$ cat src/efd_pkg.sv
// ----------------------------------------------------------------------------
// efd_pkg
// shared types, register codes and the gray level helper for the edge
// density detector
// ----------------------------------------------------------------------------
package efd_pkg;

  localparam int unsigned ColourW   = 8;
  localparam int unsigned GrayW     = 8;
  localparam int unsigned SumW      = 10;
  localparam int unsigned ScoreW    = 20;
  localparam int unsigned EdgeThrW  = 8;
  localparam int unsigned DensThrW  = 20;
  localparam int unsigned DimW      = 11;
  localparam int unsigned CfgIdxW   = 2;
  localparam int unsigned CfgDataW  = 20;
  localparam int unsigned PixDataW  = 24;
  localparam int unsigned ResDataW  = 24;

  // reciprocal of three, exact for sums below 2^16
  localparam int unsigned RecipW     = 16;
  localparam int unsigned RecipShift = 17;
  localparam logic [RecipW-1:0] Recip3 = 16'hAAAB;

  localparam logic [EdgeThrW-1:0] EdgeThrRst = 8'd70;
  localparam logic [DensThrW-1:0] DensThrRst = 20'd3000;
  localparam logic [DimW-1:0]     FrameWRst  = 11'd320;
  localparam logic [DimW-1:0]     FrameHRst  = 11'd240;

  typedef enum logic [CfgIdxW-1:0] {
    REG_EDGE_THR = 2'd0,
    REG_DENS_THR = 2'd1,
    REG_FRAME_W  = 2'd2,
    REG_FRAME_H  = 2'd3
  } cfg_reg_e;

  typedef struct packed {
    logic [EdgeThrW-1:0] edge_thr;
    logic [DensThrW-1:0] dens_thr;
    logic [DimW-1:0]     frame_w;
    logic [DimW-1:0]     frame_h;
  } cfg_t;

  typedef struct packed {
    logic              valid;
    logic [ScoreW-1:0] edge_count;
    logic              maybe_barcode;
  } result_t;

  // floor((r+g+b)/3) by multiplication with the reciprocal
  function automatic logic [GrayW-1:0] gray_of(input logic [SumW-1:0] sum);
    logic [SumW+RecipW-1:0] prod;
    prod    = {{RecipW{1'b0}}, sum} * {{SumW{1'b0}}, Recip3};
    gray_of = prod[RecipShift +: GrayW];
  endfunction

endpackage

$ cat src/efd_cfg_regs.sv
// ----------------------------------------------------------------------------
// efd_cfg_regs
// configuration register file, written through a plain write port
// ----------------------------------------------------------------------------
module efd_cfg_regs (
  input  logic                    clk_i,
  input  logic                    rst_ni,
  input  logic                    cfg_we_i,
  input  efd_pkg::cfg_reg_e       cfg_idx_i,
  input  logic [efd_pkg::CfgDataW-1:0] cfg_wdata_i,
  output efd_pkg::cfg_t           cfg_o
);
  import efd_pkg::*;

  cfg_t cfg_q, cfg_d;

  always_comb begin
    cfg_d = cfg_q;
    if (cfg_we_i) begin
      unique case (cfg_idx_i)
        REG_EDGE_THR: cfg_d.edge_thr = cfg_wdata_i[EdgeThrW-1:0];
        REG_DENS_THR: cfg_d.dens_thr = cfg_wdata_i[DensThrW-1:0];
        REG_FRAME_W:  cfg_d.frame_w  = cfg_wdata_i[DimW-1:0];
        REG_FRAME_H:  cfg_d.frame_h  = cfg_wdata_i[DimW-1:0];
        default:      cfg_d = cfg_q;
      endcase
    end
  end

  always_ff @(posedge clk_i or negedge rst_ni) begin
    if (!rst_ni) begin
      cfg_q <= '{edge_thr: EdgeThrRst, dens_thr: DensThrRst,
                 frame_w: FrameWRst, frame_h: FrameHRst};
    end else begin
      cfg_q <= cfg_d;
    end
  end

  assign cfg_o = cfg_q;

endmodule

$ cat src/efd_core.sv
// ----------------------------------------------------------------------------
// efd_core
// pixel input register, gray level, edge test and raster position counters
// ----------------------------------------------------------------------------
module efd_core #(
  parameter int unsigned MAX_WIDTH  = 1024,
  parameter int unsigned MAX_HEIGHT = 1024
) (
  input  logic                          clk_i,
  input  logic                          rst_ni,
  input  efd_pkg::cfg_t                 cfg_i,
  input  logic                          pix_valid_i,
  output logic                          pix_ready_o,
  input  logic [efd_pkg::PixDataW-1:0]  pix_data_i,
  input  logic                          res_ready_i,
  output efd_pkg::result_t              res_o
);
  import efd_pkg::*;

  localparam int unsigned ColW  = (MAX_WIDTH  > 1) ? $clog2(MAX_WIDTH)  : 1;
  localparam int unsigned RowW  = (MAX_HEIGHT > 1) ? $clog2(MAX_HEIGHT) : 1;
  localparam int unsigned ColEW = (ColW + 1 > DimW) ? ColW + 1 : DimW;
  localparam int unsigned RowEW = (RowW + 1 > DimW) ? RowW + 1 : DimW;
  localparam logic [ColEW-1:0] MaxW = ColEW'(MAX_WIDTH);
  localparam logic [RowEW-1:0] MaxH = RowEW'(MAX_HEIGHT);

  logic                in_valid_q;
  logic [PixDataW-1:0] pix_q;
  logic [GrayW-1:0]    prev_q, gray;
  logic [ColW-1:0]     col_q;
  logic [RowW-1:0]     row_q;
  logic [ScoreW-1:0]   score_q, score_inc;
  logic [SumW-1:0]     sum;
  logic [GrayW-1:0]    diff;
  logic                hit, row_end, frame_end, advance;
  logic [ColEW-1:0]    w_eff, frame_w_x;
  logic [RowEW-1:0]    h_eff, frame_h_x;

  // effective geometry, clamped to one and to the maximum
  always_comb begin
    frame_w_x = ColEW'(cfg_i.frame_w);
    frame_h_x = RowEW'(cfg_i.frame_h);
    if (frame_w_x == '0)        w_eff = ColEW'(1);
    else if (frame_w_x > MaxW)  w_eff = MaxW;
    else                        w_eff = frame_w_x;
    if (frame_h_x == '0)        h_eff = RowEW'(1);
    else if (frame_h_x > MaxH)  h_eff = MaxH;
    else                        h_eff = frame_h_x;
  end

  always_comb begin
    sum  = SumW'(pix_q[0 +: ColourW]) + SumW'(pix_q[ColourW +: ColourW])
         + SumW'(pix_q[2*ColourW +: ColourW]);
    gray = gray_of(sum);
    diff = (gray > prev_q) ? (gray - prev_q) : (prev_q - gray);
    hit  = (col_q != '0) && (diff >= cfg_i.edge_thr) && (score_q != '1);
    score_inc = score_q + ScoreW'(hit);
    row_end   = (ColEW'(col_q) + ColEW'(1)) >= w_eff;
    frame_end = row_end && ((RowEW'(row_q) + RowEW'(1)) >= h_eff);
    // pixels that give no result never wait for the output side
    advance     = in_valid_q && (!frame_end || res_ready_i);
    pix_ready_o = !in_valid_q || advance;
  end

  always_ff @(posedge clk_i or negedge rst_ni) begin
    if (!rst_ni) begin
      in_valid_q <= 1'b0;
      prev_q     <= '0;
      col_q      <= '0;
      row_q      <= '0;
      score_q    <= '0;
    end else begin
      if (pix_ready_o) begin
        in_valid_q <= pix_valid_i;
      end
      if (advance) begin
        prev_q <= gray;
        if (row_end) begin
          col_q <= '0;
          if (frame_end) begin
            row_q   <= '0;
            score_q <= '0;
          end else begin
            row_q   <= row_q + RowW'(1);
            score_q <= score_inc;
          end
        end else begin
          col_q   <= col_q + ColW'(1);
          score_q <= score_inc;
        end
      end
    end
  end

  always_ff @(posedge clk_i) begin
    if (pix_ready_o && pix_valid_i) begin
      pix_q <= pix_data_i;
    end
  end

  assign res_o.valid         = advance && frame_end;
  assign res_o.edge_count    = score_inc;
  assign res_o.maybe_barcode = (score_inc >= cfg_i.dens_thr);

endmodule

$ cat src/efd_out_reg.sv
// ----------------------------------------------------------------------------
// efd_out_reg
// result register holding one frame summary until the sink takes it
// ----------------------------------------------------------------------------
module efd_out_reg (
  input  logic                          clk_i,
  input  logic                          rst_ni,
  input  efd_pkg::result_t              res_i,
  output logic                          res_ready_o,
  output logic                          m_valid_o,
  input  logic                          m_ready_i,
  output logic [efd_pkg::ResDataW-1:0]  m_data_o
);
  import efd_pkg::*;

  logic              valid_q;
  logic [ScoreW-1:0] count_q;
  logic              flag_q;

  assign res_ready_o = !valid_q || m_ready_i;

  always_ff @(posedge clk_i or negedge rst_ni) begin
    if (!rst_ni) begin
      valid_q <= 1'b0;
    end else if (res_ready_o) begin
      valid_q <= res_i.valid;
    end
  end

  always_ff @(posedge clk_i) begin
    if (res_ready_o && res_i.valid) begin
      count_q <= res_i.edge_count;
      flag_q  <= res_i.maybe_barcode;
    end
  end

  assign m_valid_o = valid_q;
  assign m_data_o  = {{(ResDataW-ScoreW-1){1'b0}}, flag_q, count_q};

endmodule

$ cat src/frame_edge_density_detector.sv
// ----------------------------------------------------------------------------
// frame_edge_density_detector
// counts horizontal gray level edges per frame and flags likely barcodes
// ----------------------------------------------------------------------------
// Pixels (one RGB24 transaction each, raster order) enter a one-entry input
// register; the next stage forms gray = floor((r+g+b)/3), compares it with the
// previous pixel of the same row and counts edges, saturating at 2^20-1. On
// the last pixel of a frame one result transaction carries the edge count and
// the maybe_barcode flag, then the count clears. A pixel is taken every cycle
// unless stalled; its result goes out through the result register. The only
// stall comes from the result register: a frame-end pixel waits while an
// earlier result has not yet been taken. Configuration writes are applied at
// once and never reset the raster position or the count.
module frame_edge_density_detector #(
  parameter int unsigned MAX_WIDTH  = 1024,
  parameter int unsigned MAX_HEIGHT = 1024
) (
  input  logic                          clk_i,
  input  logic                          rst_ni,
  // configuration write port
  input  logic                          cfg_we_i,
  input  efd_pkg::cfg_reg_e             cfg_idx_i,
  input  logic [efd_pkg::CfgDataW-1:0]  cfg_wdata_i,
  // pixel stream
  input  logic                          s_axis_tvalid_i,
  output logic                          s_axis_tready_o,
  input  logic [efd_pkg::PixDataW-1:0]  s_axis_tdata_i,  // red[7:0], green[15:8], blue[23:16]
  // result stream
  output logic                          m_axis_tvalid_o,
  input  logic                          m_axis_tready_i,
  output logic [efd_pkg::ResDataW-1:0]  m_axis_tdata_o   // edge_count[19:0], maybe_barcode[20]
);
  import efd_pkg::*;

  cfg_t    cfg;
  result_t res;
  logic    res_ready;

  // register file
  efd_cfg_regs u_cfg (
    .clk_i       (clk_i),
    .rst_ni      (rst_ni),
    .cfg_we_i    (cfg_we_i),
    .cfg_idx_i   (cfg_idx_i),
    .cfg_wdata_i (cfg_wdata_i),
    .cfg_o       (cfg)
  );

  // input register, edge test and counters
  efd_core #(
    .MAX_WIDTH  (MAX_WIDTH),
    .MAX_HEIGHT (MAX_HEIGHT)
  ) u_core (
    .clk_i       (clk_i),
    .rst_ni      (rst_ni),
    .cfg_i       (cfg),
    .pix_valid_i (s_axis_tvalid_i),
    .pix_ready_o (s_axis_tready_o),
    .pix_data_i  (s_axis_tdata_i),
    .res_ready_i (res_ready),
    .res_o       (res)
  );

  // result register towards the sink
  efd_out_reg u_out (
    .clk_i       (clk_i),
    .rst_ni      (rst_ni),
    .res_i       (res),
    .res_ready_o (res_ready),
    .m_valid_o   (m_axis_tvalid_o),
    .m_ready_i   (m_axis_tready_i),
    .m_data_o    (m_axis_tdata_o)
  );

endmodule

$ cat config.mk
export PLATFORM = sky130hd
export DESIGN_NAME = frame_edge_density_detector
export DESIGN_NICKNAME = d
export VERILOG_FILES = /design/src/efd_pkg.sv /design/src/efd_cfg_regs.sv /design/src/efd_core.sv /design/src/efd_out_reg.sv /design/src/frame_edge_density_detector.sv
export SDC_FILE = /design/constraint.sdc
export NUM_CORES = 1
export LEC_CHECK = 0
export BUFFER_PORTS_ARGS = -buffer_cell sky130_fd_sc_hd__buf_4
export CAP_MARGIN = 20
export CORE_UTILIZATION = 49
export DETAILED_ROUTE_END_ITERATION = 10
export PLACE_DENSITY = 0.68
export SLEW_MARGIN = 30
export SYNTH_ARGS = -nofsm -noshare
export SYNTH_HDL_FRONTEND = slang
export SYNTH_HIERARCHICAL = 1
export SYNTH_SLANG_ARGS = --single-unit
$ cat constraint.sdc
create_clock -name clk_i -period 18.45 [get_ports clk_i]
set_clock_uncertainty 0.05 [all_clocks]
set_input_delay 2.7675 -clock clk_i [delete_from_list [all_inputs] [get_ports clk_i]]
set_output_delay 2.7675 -clock clk_i [all_outputs]
set_load 0.02 [all_outputs]
Word level (Yosys, flattened, before mapping)
Index checks and enable logic that the tools add are counted.

Equality and inequality tests: 4. Magnitude comparators: 7. $add $sub $neg: 9. Multiply operators: 1. Reduce and logical (&&, ||, !) cells: 22. Multiplexer cells: 9.

Operators with widths (number): two-way mux 11 bit (4); two-way mux 20 bit (2); multiplier 10 x 16 -> 25 bit, second input constant (1); adder 10 x 1 -> 11 bit, second input constant (2); >= comparator 11 bit (2); greater-than comparator 11 bit, second input constant (2); logical NOT 11 bit (2); adder 10 x 1 -> 10 bit, second input constant (2); adder 20 x 1 -> 20 bit (1); >= comparator 20 bit (1); two-way mux 10 bit (2); inequality test 20 bit, second input constant (1); subtractor 8 bit (2); adder 10 x 8 -> 10 bit (1); AND reduction 2 bit (5); nonzero test 10 bit (1); adder 8 x 8 -> 9 bit (1); >= comparator 8 bit (1); greater-than comparator 8 bit (1); two-way mux 8 bit (1); logical AND 1 bit (7); equality test 2 bit, second input constant (2); logical NOT 1 bit (3); logical OR 1 bit (3); other kinds (2) (2).

Input bits: 51. Bits in registers: 145. Logic and storage cells: 65. Output and inout port bits: 26.

Longest topological paths before layout
Gate-level depths: netlist of run 1.

Depth after elaboration: 11. Gate-level depth with buffers: 55.

By module
Netlist of run 1, hierarchy kept.

Modules (own cells, without submodules): efd_core (instances 1, cells each 881, area an instance 8121.5 um^2); efd_cfg_regs (instances 1, cells each 108, area an instance 1903.1 um^2); efd_out_reg (instances 1, cells each 30, area an instance 718.2 um^2).

Worst setup path before layout of run 1
No wires, ideal clock.

Kind: register to register. From: register u_core.pix_q[1]. To: register u_out.flag_q (data pin). Path slack: 7.198 ns. Library setup time: 0.261 ns. Data arrival time: 10.940 ns. Period minus slack after synthesis: 11.252 ns. Required time: 18.139 ns. Buffers on the path: 3. Stages on the path, launching flop included: 54. Cells stage by stage: edfxtp_1 -> fa_1 -> ha_1 -> inv_1 -> fa_1 -> nor2b_1 -> o31a_1 -> o21bai_1 -> a21boi_0 -> ha_1 -> inv_1 -> fa_1 -> fa_1 -> inv_1 -> fa_1 -> inv_1 -> fa_1 -> inv_1 -> (+18 left out) -> ha_1 -> o21ai_0 -> a21oi_1 -> o31a_1 -> ha_1 -> ha_1 -> nand2_1 -> or2_1 -> clkbuf_1 -> nor3_2 -> nand3_1 -> xnor2_1 -> ha_1 -> a21o_1 -> a21oi_1 -> nand2_1 -> a21oi_1 -> o31ai_1.

RTL lines: start, declared (RTL line efd_core.sv:28) `logic [PixDataW-1:0] pix_q;`; start signal, assigned (RTL line efd_core.sv:97) `pix_q <= pix_data_i;`; end signal, assigned (RTL line efd_out_reg.sv:33) `flag_q <= res_i.maybe_barcode;`; end, declared (RTL line efd_out_reg.sv:18) `logic flag_q;`.

==> results by group, run 1 <==
Logic synthesis
  – Post-synth cell types: 71
  – Yosys top cell area share: 0.196
  – Post-synth top area cell: dfrtp_1
  – Syn Inst Count: 1019
  – Commonest cells post-synth: 141 x ha_1, 127 x inv_1, 84 x dfrtp_1
  – Mapped Avg Cell Area: 10.5 µm²
  – Cells taking the most area after synthesis: dfrtp_1 20%, ha_1 16%, edfxtp_1 13%
  – Async set or reset register ratio after synthesis: 0.690
  – Synthesized flop and latch total: 145
  – Primary FF master, synth: dfrtp_1
  – Most frequent cell after synthesis: ha_1
  – Post-synth EDFFs: 45
  – Register area share after synthesis: 0.361
  – Syn. warnings: 6
  – Synthesized area: 10700 µm²

Timing
  – Slew @ Worst Pin: 0.948 ns
  – RSZ-0062 raised after global routing: no
  – Fin crit share: 0.672
  – Tmin final: 12.41 ns
  – Hold Vio Cnt, Final: 0
  – Fmax: 80.6 MHz
  – Headroom to the max-slew limit: 0.368
  – Final setup vio count: 0
  – Final Max Slew Viols: 0
  – Setup TNS Final: 0 ns

Critical path
  – Req. time, crit path: 18.57 ns
  – Slowest-stage cell, CP: fa_1
  – R2R cell count: 49
  – Launch point of the worst reg-to-reg path: u_core/pix_q[1]$_DFFE_PP_
  – Crit path max fanout: 10
  – Worst path arrival time: 12.52 ns
  – Setup crit end kind: register
  – Setup crit start: u_core/pix_q[1]$_DFFE_PP_
  – CP startpoint kind: register
  – Worst path max stage delay: 0.61 ns
  – Most frequent CP cell: ha_1
  – Critical path class: reg2reg

Placed design
  – PortBufs: 73
  – Final GP Congestion: 0.877
  – Final HPWL DP: 17.1 mm

Route
  – Detailed Route WL: 22.3 mm
  – First-pass iteration count of the detailed router: 6
  – Antenna viol nets, final: 0
  – Routed via count: 7613
  – Vias/cell: 5.54
  – Post-detailed-route DRC marker count: 0
  – Routed len/inst: 16.2 µm
  – DRT iter0 DRCs: 337

Floorplanning
  – Core Region: 21300 µm²
  – Die area: 22500 µm²
  – Die Wd: 150 µm
  – # IOs: 77
  – Row cnt: 53
  – Initial core utilization: 0.505
  – Die Y: 150 µm

Global route
  – Vias in the first global route: 7711
  – Total grt overflow: 0
  – Largest net degree at the start of global routing: 60
  – Initial antenna violation count: 0
  – First-pass GRT wire length: 37.7 mm
  – All-Layer GR Usage: 0.215

CTS
  – CTS tree: built
  – Clock slew at reported path FFs: 0.07 ns
  – CTS buffer count: 17
  – Clock latency on the worst-skew pair: 0.42 ns
  – Clock tree buffer depth: 2
  – Clock sinks: 145
  – Hold Buf Count CTS: 0
  – Postcts setup bufs: 0
  – CTS H-tree depth: 4
  – Post_cts resized: 0
  – Clock Tree Root: clkbuf_16

Min path
  – Worst Hold Depth: 1
  – Worst Min Path Start: u_cfg/cfg_o[46]$_DFFE_PN0P_
  – Hold Crit Class: reg2reg

Finish
  – Layout cells sized above 1: 0.177
  – Antenna Cells: 0
  – Nets@finish: 1319
  – Area growth syn-to-layout: 12.6%

Status
  – Outcome: completed

Flow run
  – Max Cap Violations: 0
==> flip-flops by register name (all words and copies together) (netlist names), 8 cells and up <==
name            cells
u_core/score_q     20
u_cfg/cfg_o        50
u_core/row_q       10
u_core/prev_q       8
u_out/count_q      20
u_core/col_q       10
u_core/pix_q       24
==> cells in the final DEF (no fill, tap or decap), drive strengths merged, types with 18 or more instances in the layout <==
master	instances
ha	141
inv	136
dfrtp	84
buf	76
nand2	73
o21ai	61
mux2	52
edfxtp	45
fa	41
a21oi	38
nor2	31
xnor2	31
nand3	23
clkbuf	18
==> cell families after synthesis <==
logic type,synth area share
adders and majority gates,0.241
other,0.000349
muxes,0.0610
AOI/OAI and AO/OA,0.131
buffers and inverters,0.0620
xor gates and xnor gates,0.0375
and+or+nand+nor,0.107
DFF,0.361
==> metrics by stage <==
stage                     hold WS (ns)   util  setup WS [ns]  cell area (µm²)  std cells
final                            0.459  0.568           6.04            12100       1374
after global routing             0.473  0.568           5.11            12100       1374
after CTS                        0.463  0.568           6.00            12100       1374
after detailed placement         0.447  0.540           6.06            11500       1342
after global placement           0.441  0.539           6.48            11500       1341
after floorplan                  0.428      -           7.20            10800       1021
==> final cells by class <==
| class | instances | area (µm²) |
|---|---|---|
| repair buffers | 76 | 574 |
| fillers | 1787 | 9190 |
| multi-input cells | 716 | 6220 |
| flip-flops and latches | 145 | 3870 |
| clock inverters | 14 | 169 |
| clock buffers | 18 | 429 |
| well taps | 275 | 344 |
| inverters | 130 | 488 |
==> worst max-delay path, delay by kind of cell, from the launching register on <==
kind	cells	cell delay, ns
compound gates	17	3.00
xor+xnor	2	0.60
fa+ha+maj	13	5.11
buf+inv	6	0.41
flops	1	0.40
mux	1	0.13
simple gates	10	2.43
==> routing by layer <==
layer / part of all wire / GRT usage
met5: 0 / 0
met4: 0.011 / 0.0566
met3: 0.036 / 0.0369
met2: 0.48 / 0.359
met1: 0.48 / 0.288
==> final timing paths <==
path,endpoint,slack [ns]
worst max-delay path,u_out/flag_q$_DFFE_PP_,6.04
worst min-delay path,u_cfg/cfg_o[46]$_DFFE_PN0P_,0.46
worst max register to register,u_out/flag_q$_DFFE_PP_,6.04
worst min register to register,u_cfg/cfg_o[46]$_DFFE_PN0P_,0.46
max in group asynchronous,u_cfg/cfg_o[20]$_DFFE_PN0P_,14.85
min in group asynchronous,u_core/row_q[8]$_DFFE_PN0P_,2.29
Power of run 1 is not shown: default switching activity piles up to over one toggle a cycle in this logic, so the estimate is an artifact.
==> inputs of run 2 (changes only) <==
--- a/config.mk
+++ b/config.mk
@@ -9,7 +9,7 @@
 export CAP_MARGIN = 20
 export CORE_UTILIZATION = 49
 export DETAILED_ROUTE_END_ITERATION = 10
-export PLACE_DENSITY = 0.68
+export PLACE_DENSITY = 0.71
 export SLEW_MARGIN = 30
 export SYNTH_ARGS = -nofsm -noshare
 export SYNTH_HDL_FRONTEND = slang
==> constraint.sdc (replaced) <==
create_clock -name clk_i -period 10.99 [get_ports clk_i]
set_clock_uncertainty 0.05 [all_clocks]
set_input_delay 1.6485 -clock clk_i [delete_from_list [all_inputs] [get_ports clk_i]]
set_output_delay 1.6485 -clock clk_i [all_outputs]
set_load 0.02 [all_outputs]
==> run 2 against run 1 <==
Compared with the run above: the flow now finishes with violations (setup timing); non-clock buffer count rose by 98; maximum frequency rose by 9.6%; first-iteration DRC count rose by 6.5%; global-route usage rose by 0.93 points; via count rose by 5.4%; critical path depth rose by 1; sequential cell count did not move; design area rose by 8.8%; worst hold slack improved by 0.00073 ns; critical endpoint unchanged.
==> results by group, run 2 (same netlist as run 1, synthesis figures left out) <==
Global route
  – Total grt overflow: 0
  – All-Layer GR Usage: 0.224
  – Vias in the first global route: 8155
  – First-pass GRT wire length: 39.2 mm
  – Largest net degree at the start of global routing: 64
  – Initial antenna violation count: 0

Finish
  – Fillers: 1675
  – Layout cells sized above 1: 0.292
  – Most common cell after layout, fill and taps aside: buf_4
  – Antenna Cells: 0
  – Most frequent cells in the layout: 169 x buf_4, 132 x ha_1, 123 x inv_1, 84 x dfrtp_1, 71 x nand2_1
  – Largest register FFs: 50
  – Nets@finish: 1417
  – Area growth syn-to-layout: 22.4%

Status
  – Violated checks: setup timing
  – Outcome: finished with violations

Flow run
  – Max Cap Violations: 0

Route
  – Metal-1 WL: 10.5 mm
  – Vias/cell: 5.45
  – Met3 wire len: 1.17 mm
  – Met2 WL post-DR: 11.8 mm
  – Routed len/inst: 16.2 µm
  – First-pass iteration count of the detailed router: 5
  – Max layer used: met4
  – Antenna viol nets, final: 0
  – DRT iter0 DRCs: 359
  – Detailed Route WL: 23.8 mm
  – Post-detailed-route DRC marker count: 0
  – Routed via count: 8024

CTS
  – CTS tree: built
  – Clock slew at reported path FFs: 0.07 ns
  – Hold Buf Count CTS: 0
  – CTS H-tree depth: 4
  – Clock tree buffer depth: 2
  – Clock latency on the worst-skew pair: 0.42 ns
  – CTS buffer count: 17
  – Clock Tree Root: clkbuf_16
  – Clock sinks: 145

Placed design
  – PortBufs: 73
  – Final GP Congestion: 0.894
  – Final HPWL DP: 17.6 mm

Timing
  – Final Max Slew Viols: 0
  – Setup TNS Final: -0.328 ns
  – RSZ-0062 raised after global routing: yes
  – Tmin final: 11.32 ns
  – Worst Slack Setup Final: -0.328 ns
  – Slew @ Worst Pin: 0.814 ns
  – Fmax: 88.4 MHz
  – Hold Vio Cnt, Final: 0
  – Fin crit share: 1.03
  – Final setup vio count: 1
  – Headroom to the max-slew limit: 0.457

Critical path
  – Req. time, crit path: 11.11 ns
  – CP bufs+invs: 5
  – CP startpoint kind: register
  – Worst path arrival time: 11.44 ns
  – Setup crit end kind: register
  – Most frequent CP cell: fa_1
  – Critical path class: reg2reg
  – Crit path max fanout: 6
  – Worst path max stage delay: 0.55 ns
  – Slowest-stage cell, CP: fa_1
  – Crit-path leading delay family: adder cells

Floorplanning
  – Die area: 22500 µm²
  – Die Wd: 150 µm
  – # IOs: 77
  – Die Y: 150 µm
  – Row cnt: 53
  – Core Region: 21300 µm²
  – Initial core utilization: 0.505

Min path
  – Hold Crit Class: reg2reg
-- run 2: path summary, 6_finish.rpt --
check | start | to | slack, ns | depth (start not counted)
min in group asynchronous | rst_ni | u_core/row_q[9]$_DFFE_PN0P_ | 1.14 | 1
setup / recovery | u_core/pix_q[1]$_DFFE_PP_ | u_out/flag_q$_DFFE_PP_ | -0.33 | 50
hold reg to reg | u_cfg/cfg_o[28]$_DFFE_PN0P_ | u_cfg/cfg_o[28]$_DFFE_PN0P_ | 0.46 | 1
hold / removal | u_cfg/cfg_o[28]$_DFFE_PN0P_ | u_cfg/cfg_o[28]$_DFFE_PN0P_ | 0.46 | 1
setup reg to reg | u_core/pix_q[1]$_DFFE_PP_ | u_out/flag_q$_DFFE_PP_ | -0.33 | 50
max in group asynchronous | rst_ni | u_cfg/cfg_o[18]$_DFFE_PN0P_ | 8.55 | 2
-- run 2: layout make-up --
class                      count  area [µm²]  share of cell area
sequential                   145        3870               0.294
timing repair buffer         174        1330               0.101
clock inverter                15         146              0.0111
clock buffer                  17         425              0.0323
tap                          275         344              0.0262
multi-input combinational    716        6550               0.498
inverter                     130         488              0.0371
-- run 2: per-stage QoR --
stage,instances,hold WS [ns],worst slack [ns],instance area [µm²],util
final,1472,0.460,-0.328,13200,0.618
after global routing,1472,0.472,-0.903,13200,0.618
after CTS,1464,0.458,-0.282,12900,0.605
after detailed placement,1417,0.444,-0.500,12100,0.568
after global placement,1416,0.438,-0.121,12100,0.568
after floorplan,1021,0.428,0.00185,10800,-
-- run 2: timing repair --
item,CTS,global route
endpoints found under the hold margin,0,0
setup buffers,15,8
pin swaps,39,47
endpoints found under the setup margin,1,24
resized for setup,30,37
-- run 2: worst reg2reg max path: cells and delay by family (launching register included) --
family	cells	cell delay, ns
AOI/OAI and AO/OA	16	2.75
xor gates and xnor gates	3	0.58
adders and majority gates	13	4.61
buffers and inverters	5	0.39
DFF	1	0.39
muxes	1	0.18
and+or+nand+nor	12	2.13
-- run 2: metal layers --
metal / vias up / track usage
li1: 3915 / -
met1: 3874 / 0.291
met2: 203 / 0.378
met3: 32 / 0.0427
met4: 0 / 0.0677
met5: - / 0
Power of run 2 is left out for the same reason.
==> inputs of run 3 (changes only) <==
--- a/config.mk
+++ b/config.mk
@@ -7,9 +7,9 @@
 export LEC_CHECK = 0
 export BUFFER_PORTS_ARGS = -buffer_cell sky130_fd_sc_hd__buf_4
 export CAP_MARGIN = 20
-export CORE_UTILIZATION = 49
+export CORE_UTILIZATION = 50
 export DETAILED_ROUTE_END_ITERATION = 10
-export PLACE_DENSITY = 0.71
+export PLACE_DENSITY = 0.72
 export SLEW_MARGIN = 30
 export SYNTH_ARGS = -nofsm -noshare
 export SYNTH_HDL_FRONTEND = slang
==> run 3 against run 2 <==
Compared with the run above: the flow still finishes with violations (setup timing); sequential cell count stayed put; count of clock-buffer cells in the layout did not move; global-route usage is 0.15 points higher; design area shrank 1.1%; routed wire length fell by 2.0%; cell count decreased by 1.1%; critical path depth stayed put; non-clock buffer count decreased by 16; setup slack improved by 0.21 ns; critical endpoint unchanged.
==> results by group, run 3 (same netlist as run 1, synthesis figures left out) <==
Finish
  – Area growth syn-to-layout: 21.0%
  – Antenna Cells: 0
  – Nets@finish: 1401
  – Post-route cell area: 13000 µm²
  – Most frequent cells in the layout: 153 x buf_4, 137 x ha_1, 123 x inv_1, 84 x dfrtp_1, 71 x nand2_1
  – Layout cells sized above 1: 0.273
  – Most common cell after layout, fill and taps aside: buf_4
  – Largest register FFs: 50

CTS
  – CTS H-tree depth: 4
  – Clock sinks: 145
  – Clock latency on the worst-skew pair: 0.43 ns
  – Clock tree buffer depth: 2
  – Clock slew at reported path FFs: 0.07 ns
  – Hold Buf Count CTS: 0
  – Clock Tree Root: clkbuf_16
  – CTS tree: built
  – CTS buffer count: 17

Global route
  – Largest net degree at the start of global routing: 71
  – Vias in the first global route: 8173
  – First-pass GRT wire length: 39.2 mm
  – Initial antenna violation count: 0
  – Total grt overflow: 0
  – All-Layer GR Usage: 0.226

Timing
  – Slew @ Worst Pin: 0.911 ns
  – Final setup vio count: 1
  – Fin crit share: 1.01
  – Worst Slack Setup Final: -0.121 ns
  – Tmin final: 11.11 ns
  – RSZ-0062 raised after global routing: yes
  – Setup TNS Final: -0.121 ns
  – Hold Vio Cnt, Final: 0
  – Final Max Slew Viols: 0
  – Fmax: 90.0 MHz
  – Headroom to the max-slew limit: 0.392

Placed design
  – Final GP Congestion: 0.869
  – Final HPWL DP: 17.6 mm
  – PortBufs: 73
  – Placed cell area: 12100 µm²

Route
  – First-pass iteration count of the detailed router: 5
  – DRT iter0 DRCs: 418
  – Routed via count: 7966
  – Vias/cell: 5.47
  – Antenna viol nets, final: 0
  – Routed len/inst: 16.0 µm
  – Detailed Route WL: 23.4 mm
  – Post-detailed-route DRC marker count: 0

Critical path
  – Worst path arrival time: 11.24 ns
  – Most frequent CP cell: fa_1
  – Crit path max fanout: 6
  – Slowest-stage cell, CP: fa_1
  – Setup crit end kind: register
  – Critical path class: reg2reg
  – Worst path max stage delay: 0.55 ns
  – CP startpoint kind: register
  – Req. time, crit path: 11.12 ns

Floorplanning
  – # IOs: 77
  – Initial core utilization: 0.511
  – Die Y: 149 µm
  – Row cnt: 53
  – Die area: 22100 µm²
  – Core Region: 21000 µm²
  – Die Wd: 149 µm

Status
  – Violated checks: setup timing
  – Outcome: finished with violations

Min path
  – Hold Crit Class: reg2reg

Flow run
  – Max Cap Violations: 0
[run 3: cell count changes in the layout (fill, tap and decap cells not counted), moves of 3 or more]
cell	delta
inv_6	-3
inv_8	+4
clkinvlp_4	-3
a21oi_1	+3
ha_1	+5
buf_4	-16
ha_4	-4
[run 3: cell type report]
type / instances / area (µm²)
fill: 1692 / 8020
multi-input combinational: 716 / 6440
sequential: 145 / 3870
timing repair buffer: 158 / 1220
inverter: 130 / 488
clock buffer: 17 / 425
tap: 275 / 344
clock inverter: 15 / 214
[run 3: final timing paths]
kind                                              from                           to  slack, ns  depth (start not counted)
hold / removal             u_cfg/cfg_o[32]$_DFFE_PN0P_  u_cfg/cfg_o[32]$_DFFE_PN0P_       0.46                          1
max in group asynchronous                       rst_ni  u_cfg/cfg_o[44]$_DFFE_PN1P_       8.75                          3
min in group asynchronous                       rst_ni  u_core/row_q[3]$_DFFE_PN0P_       1.11                          1
setup / recovery             u_core/pix_q[1]$_DFFE_PP_       u_out/flag_q$_DFFE_PP_      -0.12                         50
hold reg to reg            u_cfg/cfg_o[32]$_DFFE_PN0P_  u_cfg/cfg_o[32]$_DFFE_PN0P_       0.46                          1
setup reg to reg             u_core/pix_q[1]$_DFFE_PP_       u_out/flag_q$_DFFE_PP_      -0.12                         50
[run 3: timing repair]
item,in CTS,in global routing
setup buffers,5,6
setup endpoints to repair,1,14
gates resized for setup,21,34
pin swaps,17,16
[run 3: per-stage QoR]
| stage | hold slack [ns] | std cells | utilization | setup slack (ns) |
|---|---|---|---|---|
| after floorplan | 0.428 | 1021 | - | 0.00185 |
| after global placement | 0.440 | 1414 | 0.574 | -0.117 |
| after detailed placement | 0.444 | 1415 | 0.575 | -0.431 |
| after CTS | 0.460 | 1452 | 0.610 | -0.144 |
| after global routing | 0.485 | 1456 | 0.619 | -0.719 |
| final | 0.456 | 1456 | 0.619 | -0.121 |
[run 3: worst max-delay path: cells and delay by family (launching register included)]
kind / cells / cell delay [ns]
xor+xnor: 3 / 0.56
flops: 1 / 0.39
buf+inv: 6 / 0.36
mux: 1 / 0.18
simple gates: 12 / 2.27
compound gates: 14 / 2.22
fa+ha+maj: 14 / 4.80
[run 3: per-layer routing]
layer	global-route usage	part of all wire
met4	0.0691	0.018
met2	0.387	0.50
met1	0.284	0.44
met3	0.0482	0.044
met5	0	0
Power of run 3 is left out for the same reason.
